**src/design/bsp_pkg.sv**
```systemverilog
package bsp_pkg;

  localparam int STEP_BITS = 16;
  localparam int DLY_W     = 16;
  localparam int ERR_W     = STEP_BITS + 2;
  localparam int IDX_W     = STEP_BITS + 1;
  localparam int RAMP_W    = STEP_BITS - 2;
  localparam int PROD_W    = DLY_W + RAMP_W;
  localparam int MCNT_W    = $clog2(RAMP_W);
  localparam int DCNT_W    = $clog2(PROD_W);
  localparam int CFG_IDX_W = 1;

  localparam logic [DLY_W-1:0] MIN_DELAY_RESET = DLY_W'(300);
  localparam logic [DLY_W-1:0] MAX_DELAY_RESET = DLY_W'(500);
  localparam logic [IDX_W-1:0] IDX_MAX = {IDX_W{1'b1}};

  typedef enum logic [CFG_IDX_W-1:0] {
    REG_MIN_DELAY = 1'b0,
    REG_MAX_DELAY = 1'b1
  } cfg_reg_t;

  typedef enum logic {
    REQ_LOAD = 1'b0,
    REQ_STEP = 1'b1
  } req_kind_t;

  typedef enum logic [1:0] {
    ST_IDLE,
    ST_MUL,
    ST_DIV,
    ST_EMIT
  } state_t;

  typedef struct packed {
    logic dir_a;
    logic dir_b;
    logic step_axis;
    logic last_of_item;
    logic move_done;
  } result_t;

endpackage

```
**src/design/bsp_mul.sv**
```systemverilog
module bsp_mul (
  input  logic                         clk,
  input  logic                         rst,
  input  logic                         start,
  input  logic [bsp_pkg::DLY_W-1:0]    mcand,
  input  logic [bsp_pkg::RAMP_W-1:0]   mplier,
  output logic                         done,
  output logic [bsp_pkg::PROD_W-1:0]   product
);
  import bsp_pkg::*;

  localparam logic [MCNT_W-1:0] MUL_LAST = MCNT_W'(RAMP_W - 1);

  logic              busy;
  logic [MCNT_W-1:0] cnt;
  logic [DLY_W-1:0]  mc;
  logic [PROD_W-1:0] acc;
  logic [DLY_W:0]    sum;

  assign sum     = {1'b0, acc[PROD_W-1:RAMP_W]} + (acc[0] ? {1'b0, mc} : {(DLY_W+1){1'b0}});
  assign product = acc;

  always_ff @(posedge clk) begin
    if (rst) begin
      busy <= 1'b0;
      done <= 1'b0;
      cnt  <= '0;
    end else begin
      done <= 1'b0;
      if (start) begin
        busy <= 1'b1;
        cnt  <= '0;
      end else if (busy) begin
        cnt <= cnt + 1'b1;
        if (cnt == MUL_LAST) begin
          busy <= 1'b0;
          done <= 1'b1;
        end
      end
    end
  end

  always_ff @(posedge clk) begin
    if (start) begin
      mc  <= mcand;
      acc <= {{DLY_W{1'b0}}, mplier};
    end else if (busy) begin
      acc <= {sum, acc[RAMP_W-1:1]};
    end
  end

endmodule

```
**src/design/bsp_div.sv**
```systemverilog
module bsp_div (
  input  logic                         clk,
  input  logic                         rst,
  input  logic                         start,
  input  logic [bsp_pkg::PROD_W-1:0]   dividend,
  input  logic [bsp_pkg::RAMP_W-1:0]   divisor,
  output logic                         done,
  output logic [bsp_pkg::DLY_W-1:0]    quotient
);
  import bsp_pkg::*;

  localparam logic [DCNT_W-1:0] DIV_LAST = DCNT_W'(PROD_W - 1);

  logic              busy;
  logic [DCNT_W-1:0] cnt;
  logic [RAMP_W-1:0] dv;
  logic [RAMP_W-1:0] rem;
  logic [PROD_W-1:0] quo;
  logic [RAMP_W:0]   trial;
  logic [RAMP_W:0]   diff;
  logic              fits;

  assign trial    = {rem, quo[PROD_W-1]};
  assign diff     = trial - {1'b0, dv};
  assign fits     = trial >= {1'b0, dv};
  assign quotient = quo[DLY_W-1:0];

  always_ff @(posedge clk) begin
    if (rst) begin
      busy <= 1'b0;
      done <= 1'b0;
      cnt  <= '0;
    end else begin
      done <= 1'b0;
      if (start) begin
        busy <= 1'b1;
        cnt  <= '0;
      end else if (busy) begin
        cnt <= cnt + 1'b1;
        if (cnt == DIV_LAST) begin
          busy <= 1'b0;
          done <= 1'b1;
        end
      end
    end
  end

  always_ff @(posedge clk) begin
    if (start) begin
      dv  <= divisor;
      rem <= '0;
      quo <= dividend;
    end else if (busy) begin
      rem <= fits ? diff[RAMP_W-1:0] : trial[RAMP_W-1:0];
      quo <= {quo[PROD_W-2:0], fits};
    end
  end

endmodule

```
**src/design/ramped_bresenham_step_planner.sv**
```systemverilog
// Channel  Handshake               Payload
// in       in_valid / in_stall     req_type, delta_x, delta_y, x_positive, y_positive
// out      out_valid / out_stall   dir_a, dir_b, half_period_us, step_axis,
//                                  last_of_item, move_done
// cfg      cfg_valid / cfg_ready   cfg_index, cfg_data
//
// A load request, or a step request that yields no step, leaves the FSM in
// the idle state. A step request after the ramp goes straight to the emit
// state; inside the ramp it first passes the bit-serial multiplier and the
// restoring divider that form the half-period, one bit per cycle each.
// Reset is synchronous; no clearing pass follows it.
// Up to two results wait in an output buffer while the next request is taken;
// a new set of results is loaded only once that buffer is empty.
module ramped_bresenham_step_planner (
  input  logic                            clk,
  input  logic                            rst,
  input  logic                            in_valid,
  output logic                            in_stall,
  input  logic                            req_type,
  input  logic [bsp_pkg::STEP_BITS-1:0]   delta_x,
  input  logic [bsp_pkg::STEP_BITS-1:0]   delta_y,
  input  logic                            x_positive,
  input  logic                            y_positive,
  output logic                            out_valid,
  input  logic                            out_stall,
  output logic                            dir_a,
  output logic                            dir_b,
  output logic [bsp_pkg::DLY_W-1:0]       half_period_us,
  output logic                            step_axis,
  output logic                            last_of_item,
  output logic                            move_done,
  input  logic                            cfg_valid,
  output logic                            cfg_ready,
  input  logic [bsp_pkg::CFG_IDX_W-1:0]   cfg_index,
  input  logic [bsp_pkg::DLY_W-1:0]       cfg_data
);
  import bsp_pkg::*;

  logic [DLY_W-1:0]     min_delay_us;
  logic [DLY_W-1:0]     max_delay_us;

  logic                 move_active;
  logic [STEP_BITS-1:0] target_x;
  logic [STEP_BITS-1:0] target_y;
  logic [STEP_BITS-1:0] done_x;
  logic [STEP_BITS-1:0] done_y;
  logic [ERR_W-1:0]     line_error;
  logic [IDX_W-1:0]     iteration_index;
  logic [RAMP_W-1:0]    ramp_length;
  logic [1:0]           sign_bits;

  state_t               state;
  state_t               state_next;

  result_t              pend0;
  result_t              pend1;
  logic [1:0]           pend_n;
  logic                 use_ramp;

  result_t              obuf0;
  result_t              obuf1;
  logic [DLY_W-1:0]     odly;
  logic [1:0]           ocnt;

  logic                 in_acc;
  logic                 out_acc;
  logic                 step_req;
  logic [ERR_W:0]       e2;
  logic [ERR_W:0]       ext_dx;
  logic [ERR_W:0]       ext_dy;
  logic                 x_go;
  logic                 y_go;
  logic [ERR_W:0]       err_sum;
  logic [STEP_BITS-1:0] done_x_new;
  logic [STEP_BITS-1:0] done_y_new;
  logic                 complete;
  logic [1:0]           nres;
  logic                 ramp_now;
  result_t              x_res;
  result_t              y_res;
  logic [STEP_BITS-1:0] big_delta;

  logic [DLY_W:0]       ddiff;
  logic                 dneg;
  logic [DLY_W-1:0]     dmag;
  logic                 mul_start;
  logic                 mul_done;
  logic [PROD_W-1:0]    product;
  logic                 div_start;
  logic                 div_done;
  logic [DLY_W-1:0]     quotient;
  logic [DLY_W-1:0]     delay;

  assign in_stall  = (state != ST_IDLE);
  assign in_acc    = in_valid && !in_stall;
  assign out_valid = (ocnt != 2'd0);
  assign out_acc   = out_valid && !out_stall;
  assign cfg_ready = 1'b1;
  assign step_req  = in_acc && (req_type == REQ_STEP) && move_active;

  assign e2     = {line_error, 1'b0};
  assign ext_dx = {3'b000, target_x};
  assign ext_dy = {3'b000, target_y};
  assign x_go   = ($signed(e2) > -$signed(ext_dy)) && (done_x < target_x);
  assign y_go   = ($signed(e2) < $signed(ext_dx)) && (done_y < target_y);
  assign err_sum = {line_error[ERR_W-1], line_error}
                   - (x_go ? ext_dy : {(ERR_W+1){1'b0}})
                   + (y_go ? ext_dx : {(ERR_W+1){1'b0}});
  assign done_x_new = done_x + {{(STEP_BITS-1){1'b0}}, x_go};
  assign done_y_new = done_y + {{(STEP_BITS-1){1'b0}}, y_go};
  assign complete   = (done_x_new >= target_x) && (done_y_new >= target_y);
  assign nres       = {1'b0, x_go} + {1'b0, y_go};
  assign ramp_now   = iteration_index < {3'b000, ramp_length};
  assign big_delta  = (delta_x > delta_y) ? delta_x : delta_y;

  always_comb begin
    x_res = '{dir_a: sign_bits[0], dir_b: sign_bits[0], step_axis: 1'b0,
              last_of_item: !y_go, move_done: !y_go && complete};
    y_res = '{dir_a: !sign_bits[1], dir_b: sign_bits[1], step_axis: 1'b1,
              last_of_item: 1'b1, move_done: complete};
  end

  assign ddiff = {1'b0, max_delay_us} - {1'b0, min_delay_us};
  assign dneg  = ddiff[DLY_W];
  assign dmag  = dneg ? DLY_W'(-ddiff) : ddiff[DLY_W-1:0];
  assign delay = !use_ramp ? min_delay_us
               : (dneg ? max_delay_us + quotient : max_delay_us - quotient);

  bsp_mul u_mul (
    .clk     (clk),
    .rst     (rst),
    .start   (mul_start),
    .mcand   (dmag),
    .mplier  (iteration_index[RAMP_W-1:0]),
    .done    (mul_done),
    .product (product)
  );

  bsp_div u_div (
    .clk      (clk),
    .rst      (rst),
    .start    (div_start),
    .dividend (product),
    .divisor  (ramp_length),
    .done     (div_done),
    .quotient (quotient)
  );

  always_ff @(posedge clk) begin
    if (rst) begin
      state <= ST_IDLE;
    end else begin
      state <= state_next;
    end
  end

  always_comb begin
    state_next = state;
    mul_start  = 1'b0;
    div_start  = 1'b0;
    unique case (state)
      ST_IDLE: begin
        if (step_req && nres != 2'd0) begin
          if (ramp_now) begin
            mul_start  = 1'b1;
            state_next = ST_MUL;
          end else begin
            state_next = ST_EMIT;
          end
        end
      end
      ST_MUL: begin
        if (mul_done) begin
          div_start  = 1'b1;
          state_next = ST_DIV;
        end
      end
      ST_DIV: begin
        if (div_done) begin
          state_next = ST_EMIT;
        end
      end
      ST_EMIT: begin
        if (ocnt == 2'd0) begin
          state_next = ST_IDLE;
        end
      end
      default: state_next = ST_IDLE;
    endcase
  end

  always_ff @(posedge clk) begin
    if (rst) begin
      min_delay_us <= MIN_DELAY_RESET;
      max_delay_us <= MAX_DELAY_RESET;
    end else if (cfg_valid && cfg_ready) begin
      unique case (cfg_reg_t'(cfg_index))
        REG_MIN_DELAY: min_delay_us <= cfg_data;
        REG_MAX_DELAY: max_delay_us <= cfg_data;
        default: ;
      endcase
    end
  end

  always_ff @(posedge clk) begin
    if (rst) begin
      move_active     <= 1'b0;
      target_x        <= '0;
      target_y        <= '0;
      done_x          <= '0;
      done_y          <= '0;
      line_error      <= '0;
      iteration_index <= '0;
      ramp_length     <= '0;
      sign_bits       <= '0;
    end else if (in_acc && req_type == REQ_LOAD) begin
      target_x        <= delta_x;
      target_y        <= delta_y;
      done_x          <= '0;
      done_y          <= '0;
      line_error      <= ERR_W'({2'b00, delta_x} - {2'b00, delta_y});
      iteration_index <= '0;
      ramp_length     <= big_delta[STEP_BITS-1:2];
      sign_bits       <= {y_positive, x_positive};
      move_active     <= (delta_x != '0) || (delta_y != '0);
    end else if (step_req) begin
      done_x     <= done_x_new;
      done_y     <= done_y_new;
      line_error <= err_sum[ERR_W-1:0];
      if (iteration_index != IDX_MAX) begin
        iteration_index <= iteration_index + 1'b1;
      end
      if (nres != 2'd0 && complete) begin
        move_active <= 1'b0;
      end
    end
  end

  always_ff @(posedge clk) begin
    if (step_req) begin
      pend0    <= x_go ? x_res : y_res;
      pend1    <= y_res;
      pend_n   <= nres;
      use_ramp <= ramp_now;
    end
  end

  always_ff @(posedge clk) begin
    if (rst) begin
      ocnt <= 2'd0;
    end else if (state == ST_EMIT && ocnt == 2'd0) begin
      ocnt <= pend_n;
    end else if (out_acc) begin
      ocnt <= ocnt - 2'd1;
    end
  end

  always_ff @(posedge clk) begin
    if (state == ST_EMIT && ocnt == 2'd0) begin
      obuf0 <= pend0;
      obuf1 <= pend1;
      odly  <= delay;
    end else if (out_acc) begin
      obuf0 <= obuf1;
    end
  end

  assign dir_a          = obuf0.dir_a;
  assign dir_b          = obuf0.dir_b;
  assign step_axis      = obuf0.step_axis;
  assign last_of_item   = obuf0.last_of_item;
  assign move_done      = obuf0.move_done;
  assign half_period_us = odly;

endmodule
```
**config.mk**
```make
export PLATFORM = sky130hd
export DESIGN_NAME = ramped_bresenham_step_planner
export DESIGN_NICKNAME = d
export VERILOG_FILES = /design/src/design/bsp_pkg.sv /design/src/design/bsp_mul.sv /design/src/design/bsp_div.sv /design/src/design/ramped_bresenham_step_planner.sv
export SDC_FILE = /design/constraint.sdc
export NUM_CORES = 1
export LEC_CHECK = 0
export BUFFER_PORTS_ARGS = -buffer_cell sky130_fd_sc_hd__buf_4
export CAP_MARGIN = 20
export CORE_ASPECT_RATIO = 0.7
export CORE_MARGIN = 2
export CORE_UTILIZATION = 60
export CTS_BUF_LIST = sky130_fd_sc_hd__clkbuf_8 sky130_fd_sc_hd__clkbuf_16
export CTS_CLUSTER_DIAMETER = 40
export DETAILED_ROUTE_END_ITERATION = 7
export GPL_TIMING_DRIVEN = 0
export PLACE_DENSITY = 0.78
export SLEW_MARGIN = 40
export SYNTH_ARGS = -nofsm -noshare
export SYNTH_HDL_FRONTEND = slang
export SYNTH_SLANG_ARGS = --single-unit
```
**constraint.sdc**
```tcl
create_clock -name clk -period 16.5 [get_ports clk]
set_input_delay 1.65 -clock clk [delete_from_list [all_inputs] [get_ports clk]]
set_output_delay 1.65 -clock clk [all_outputs]
set_load 0.005 [all_outputs]
```
# Word level (Yosys, flattened, before mapping)
# Cells that the tools add are included.
[word_totals]
in_bits = 57
elab_cells = 164
regBits = 304
output_inout_bits = 24
[op_classes]
reduce_logical = 39
magnitude_cmp = 9
add_sub_neg = 17
n_bitwise = 4
muxes = 41
eq_ne = 10
[ops]
columns = ["op", "count"]
rows = [
  ["$mux 16", 7],
  ["$mux 30", 2],
  ["$mux 14", 3],
  ["$mux 18", 2],
  ["$sub 16x16->17", 2],
  ["$add 16x1->16", 2],
  ["$ge 16x16->1", 2],
  ["$lt 16x16->1", 2],
  ["$reduce_bool 16->1", 2],
  ["$gt 19x19->1", 1],
  ["$lt 19x17->1", 1],
  ["$neg 16->19", 1],
  ["$add 18x16->18", 1],
  ["$sub 18x17->18", 1],
  ["$add 16x16->17", 1],
  ["$add 17x1->17 const B", 1],
  ["$lt 17x14->1", 1],
  ["$ne 17x17->1 const B", 1],
  ["$add 16x16->16", 1],
  ["$gt 16x16->1", 1],
  ["$mux 1", 16],
  ["$neg 16->16", 1],
  ["$reduce_bool 2->1", 8],
  ["$sub 16x16->16", 1],
  ["24 further kinds", 59],
]

# Longest topological paths before layout
[depth]
ltp_word = 10
ltp_mapped = 32
depth_no_buf = 31

# Hierarchy
# Synthesis repeated with hierarchy kept, for this count alone.
[unflattened]
hier_cells = 2372
area_unflattened_um2 = 20922.6
[by_module_without_submodules]
columns = ["mod", "seq_area_each_um2", "n_inst", "cells_per_inst", "area_each_um2"]
rows = [
  ["ramped_bresenham_step_planner", 4093.9, 1, 1798, 14596.5],
  ["bsp_div", 1741.7, 1, 312, 3542.1],
  ["bsp_mul", 1341.3, 1, 262, 2783.9],
]

# Worst setup path after synthesis
# OpenSTA, ideal clock, no wires.
[synth_path]
path_kind = "reg2reg"
startpoint = "register target_y[3]"
endpoint = "register move_active"
path_stages_with_launch = 32
setup_ns = 0.136
period_less_slack_ns = 6.028
required_time_ns = 16.364
arrival_time_ns = 5.892
setup_slack_ns = 10.472
path_buffers = 2
cell_sequence = "dfxtp_1 inv_1 nand4_1 nor2_1 nand3_1 or4_1 or2_2 xnor2_1 ha_1 nand4_1 or2_1 nor2_1 o21ai_1 o211ai_1 mux2i_1 a211oi_1 clkbuf_1 ha_1 nand3_1 nor2_1 and3_1 and3_1 clkbuf_1 xor2_1 ha_1 o21ai_0 nand2b_1 a31o_2 a21oi_1 or2_2 a2111oi_0 o32ai_1"
[synth_between]
elab_chain_cells = 9
elab_cells_between_ends = 15
cone_classes = "add/sub: 4; order compare: 4; reduce/logical: 7"
[synth_lines]
columns = ["item", "line", "text"]
rows = [
  ["from (decl)", "ramped_bresenham_step_planner.sv:44", "logic [STEP_BITS-1:0] target_y;"],
  ["from (signal assigned)", "ramped_bresenham_step_planner.sv:218", "target_y <= delta_y;"],
  ["$neg 16->19", "ramped_bresenham_step_planner.sv:104", "assign x_go = ($signed(e2) > -$signed(ext_dy)) && (done_x < target_x);"],
  ["$gt 19x19->1", "ramped_bresenham_step_planner.sv:104", ""],
  ["$logic_and 1x1->1", "ramped_bresenham_step_planner.sv:104", ""],
  ["$add 16x1->16", "ramped_bresenham_step_planner.sv:109", "assign done_x_new = done_x + {{(STEP_BITS-1){1'b0}}, x_go};"],
  ["named net done_x_new[9]", "ramped_bresenham_step_planner.sv:74", "logic [STEP_BITS-1:0] done_x_new;"],
  ["$ge 16x16->1", "ramped_bresenham_step_planner.sv:111", "assign complete = (done_x_new >= target_x) && (done_y_new >= target_y);"],
  ["$logic_and 1x1->1", "ramped_bresenham_step_planner.sv:111", ""],
  ["$logic_and 1x1->1", "ramped_bresenham_step_planner.sv:233", "if (nres != 2'd0 && complete) begin"],
  ["$reduce_bool 2->1 (no source line)", "n/a", ""],
  ["$reduce_and 2->1 (no source line)", "n/a", ""],
  ["to (signal assigned)", "ramped_bresenham_step_planner.sv:225", "move_active <= (delta_x != '0) || (delta_y != '0);"],
  ["to (decl)", "ramped_bresenham_step_planner.sv:42", "logic move_active;"],
]
# The timed path passes the listed nets, and every way through them passes these cells.
# A chain may end at the register's enable or synchronous reset.

# Worst setup path after layout
[layout_path]
startpoint = "register target_y[3]"
endpoint = "register pend0[0] (netlist bit) (data pin)"
[layout_between]
elab_chain_cells = 8
elab_cells_between_ends = 13
cone_classes = "add/sub: 3; order compare: 4; mux: 1; reduce/logical: 5"
[layout_lines]
columns = ["item", "line", "text"]
rows = [
  ["$neg 16->19 (*)", "ramped_bresenham_step_planner.sv:104", ""],
  ["$gt 19x19->1 (*)", "ramped_bresenham_step_planner.sv:104", ""],
  ["$logic_and 1x1->1 (*)", "ramped_bresenham_step_planner.sv:104", ""],
  ["$add 16x1->16 (*)", "ramped_bresenham_step_planner.sv:109", ""],
  ["named net done_x_new[9]", "ramped_bresenham_step_planner.sv:74", ""],
  ["$ge 16x16->1 (*)", "ramped_bresenham_step_planner.sv:111", ""],
  ["$logic_and 1x1->1 (*)", "ramped_bresenham_step_planner.sv:111", ""],
  ["named net complete", "ramped_bresenham_step_planner.sv:76", "logic complete;"],
  ["$logic_and 1x1->1", "ramped_bresenham_step_planner.sv:118", "last_of_item: !y_go, move_done: !y_go && complete};"],
  ["$mux 5 (*)", "ramped_bresenham_step_planner.sv:241", "pend0 <= x_go ? x_res : y_res;"],
  ["to (signal assigned)", "ramped_bresenham_step_planner.sv:241", ""],
  ["to (decl)", "ramped_bresenham_step_planner.sv:55", "result_t pend0;"],
]
# The timed path passes the listed nets; every way through them passes the cells marked *.

==> impl_metrics.toml <==
[run_status]
status = "completed"

[timing]
relSlewSlack = 0.3835
clock_skew_ns = 0.02784
setup-tns-final_ns = 0
fmaxAchievable_ghz = 0.1274
rsz0062_at_grt = "no"
holdWs_ns = 0.4273
fin_crit_sh = 0.4757
setup_viol = 0
worst_slew_pin_slew_ns = 0.9248
hold_viol_final = 0
maxSlewViolCount = 0
period_needed_ns = 7.850

[clock_network]
clock_path_buffers = 3
clk_pin_slew_ns = 0.06
cts_resized = 0
clock_latency_ns = 0.57
ctsHoldBuffers = 0
cts-buffers-inserted = 42
htree_levels = 2
cts_root_buf = "clkbuf_16"
cts_sinks = 304
cts_tree = "yes"
postCtsSetupBuffers = 0

[synthesis]
synth_mux_area_frac = 0.03244
ys_types = 74
synth_adder_area_share = 0.1565
synth_top_area_frac = 0.1895
synth_ff_type = "dfxtp_1"
avgSynthCellArea_um2 = 8.618
synth.top_cells.by_count = "337 x nand2_1, 224 x ha_1, 195 x dfxtp_1"
synth_compound_area_frac = 0.1468
syn-num-nets = 2692
syn_area_um2 = 20600
ys_ff_latch = 304
ys_top_cells_by_area = "dfxtp_1 19%, edfxtp_1 16%, ha_1 14%"
synthXorXnorAreaFrac = 0.07721
synth-edff-count = 109
yosysTopAreaCell = "dfxtp_1"
postSynth.asyncResetShare = 0
synth_top_family_by_area = "simple AND/OR/NAND/NOR gates"
syn_inst = 2390
synth-warning-count = 0
yosysSeqAreaShare = 0.3485
yosys.area_share.simple = 0.1874
synth_most_common_cell = "nand2_1"

[placement]
portBuffers = 79
gp_congestion = 0.9910
hpwl_mm = 48.25

[route]
dr_total_vias = 18129
drt.antenna.violating_nets = 0
vias_per_cell = 6.079
drc = 0
drt_pass1_iterations = 6
drtIter0Drc = 1930
post_drt_wl_per_cell_um = 20.75
totalWireLength_mm = 61.88

[global_routing]
track_usage = 0.3444
grt_pass1_vias = 16849
grt_pass1_wl_mm = 95.18
grt-ovfl-total = 0
grt_start_max_net_pins = 31
antenna_found_initial = 1

[cells_and_area]
antenna_cells = 0
regArea_um2 = 7177
area_growth_pct = 12.94
post-route-util = 0.6916
drive_gt1_frac = 0.08520
fin_nets = 2815
multiInputGateArea_um2 = 12400
fillers = 2748

[floorplan]
pin_count = 81
rows = 56
die_h_um = 159.0
die_area_um2 = 35850
core-area_um2 = 33630
die_x_um = 225.4
start_util = 0.6124

[critical_path]
startpoint_type = "register"
cp.required_ns = 16.76
worstSetupEndpointType = "register"
crit_path_top_delay_cell = "clkbuf_1"
critPathArrivalTime_ns = 8.11
crit_path_max_incr_delay_ns = 0.66
path_max_fanout = 11
criticalPathCategory = "register to register"

[power_and_ir_drop]
ir_worst_vdd_mv = 0.07913
power_density_nw_per_um2 = 134.0
leakage_nw = 9.895

[worst_hold_path]
worstHoldPathType = "register to register"

[run]
drv_cap = 0
## kinds of logic (layout without fill, tap and decap cells)
kind of cell,after synthesis,after routing
flip-flops,304,304
multiplexers,64,64
other,1,1
buffers and inverters,275,432
AND/OR/NAND/NOR,833,833
AO/OA/AOI/OAI,488,488
adder cells (fa/ha/maj),245,245
XOR/XNOR,180,180
## flip-flops by register name (all words and copies together) (netlist names), 16 cells and up
signal	count
half_period_us	16
line_error	18
u_div.quo	30
target_y	16
max_delay_us	16
done_y	16
done_x	16
u_mul.product	30
iteration_index	17
min_delay_us	16
target_x	16
u_mul.mc	16
## path summary, 6_finish.rpt
check,to,startpoint,slack [ns],cells after the start
hold reg to reg,obuf1[3],pend1[3],0.43,0
setup / recovery,pend0[0],target_y[3],8.65,31
hold / removal,obuf1[3],pend1[3],0.43,0
setup reg to reg,pend0[0],target_y[3],8.65,31
## cell type report
type / instances / area share
multi-input combinational: 1811 / 0.5331
sequential: 304 / 0.3085
clock buffer: 46 / 0.04803
inverter: 190 / 0.03066
timing repair buffer: 79 / 0.02550
tap: 435 / 0.02340
clock inverter: 32 / 0.01598
buffer: 85 / 0.01479
## placed cells by master (no fill, tap or decap), drive strengths merged, types with 11 or more instances in the layout
| master | synthesis | routed |
|---|---|---|
| a31oi | 15 | 15 |
| nor2 | 188 | 188 |
| inv | 189 | 205 |
| mux2 | 22 | 22 |
| buf | 12 | 91 |
| nor2b | 22 | 22 |
| edfxtp | 109 | 109 |
| o21ai | 97 | 97 |
| clkbuf | 73 | 119 |
| xnor2 | 96 | 96 |
| nand3 | 40 | 40 |
| xor2 | 83 | 83 |
| a211oi | 47 | 47 |
| dfxtp | 195 | 195 |
| and3 | 21 | 21 |
| mux2i | 42 | 42 |
| nand2 | 338 | 338 |
| ha | 224 | 224 |
| nor3 | 50 | 50 |
| o21a | 18 | 18 |
| or3 | 20 | 20 |
| and2 | 34 | 34 |
| clkinv | 1 | 11 |
| a21oi | 184 | 184 |
| or2 | 17 | 17 |
| nor4 | 18 | 18 |
| nand2b | 19 | 19 |
| nand4 | 40 | 40 |
| a21o | 47 | 47 |
| fa | 21 | 21 |
## metrics by stage
step           cells  cell area [um2]  setup slack (ns)  power, mW
6_report        2982            23260             8.650      3.117
5_1_grt         2982            23260             8.404      3.282
4_1_cts         2982            23250             8.907      3.088
3_5_place_dp    2904            21760             8.909      2.115
3_3_place_gp    2904            21730             8.601      2.083
2_1_floorplan   2390            20600             10.47      1.785
## worst max-delay path, delay by kind of cell (launching register included)
kind	cells	cell delay [ns]
AND/OR/NAND/NOR	13	2.84
AO/OA/AOI/OAI	9	1.94
buffers and inverters	3	1.24
adder cells (fa/ha/maj)	3	0.80
flip-flops	1	0.35
XOR/XNOR	2	0.25
multiplexers	1	0.15
## power breakdown
group	internal [mW]	leakage, nW	switching [mW]
registers	0.865	2.58	0.0756
logic	0.484	6.58	0.728
clock network	0.569	0.739	0.394
total	1.92	9.89	1.20
## per-layer routing
metal  track usage  part of all wire  routed length [um]
met5             0                 0                   0
met4       0.07465             0.018                1100
met3        0.1279              0.15                8990
met2        0.4343              0.37               22740
met1        0.5444              0.47               29050
No activity file was read; power rests on OpenSTA's default activity.
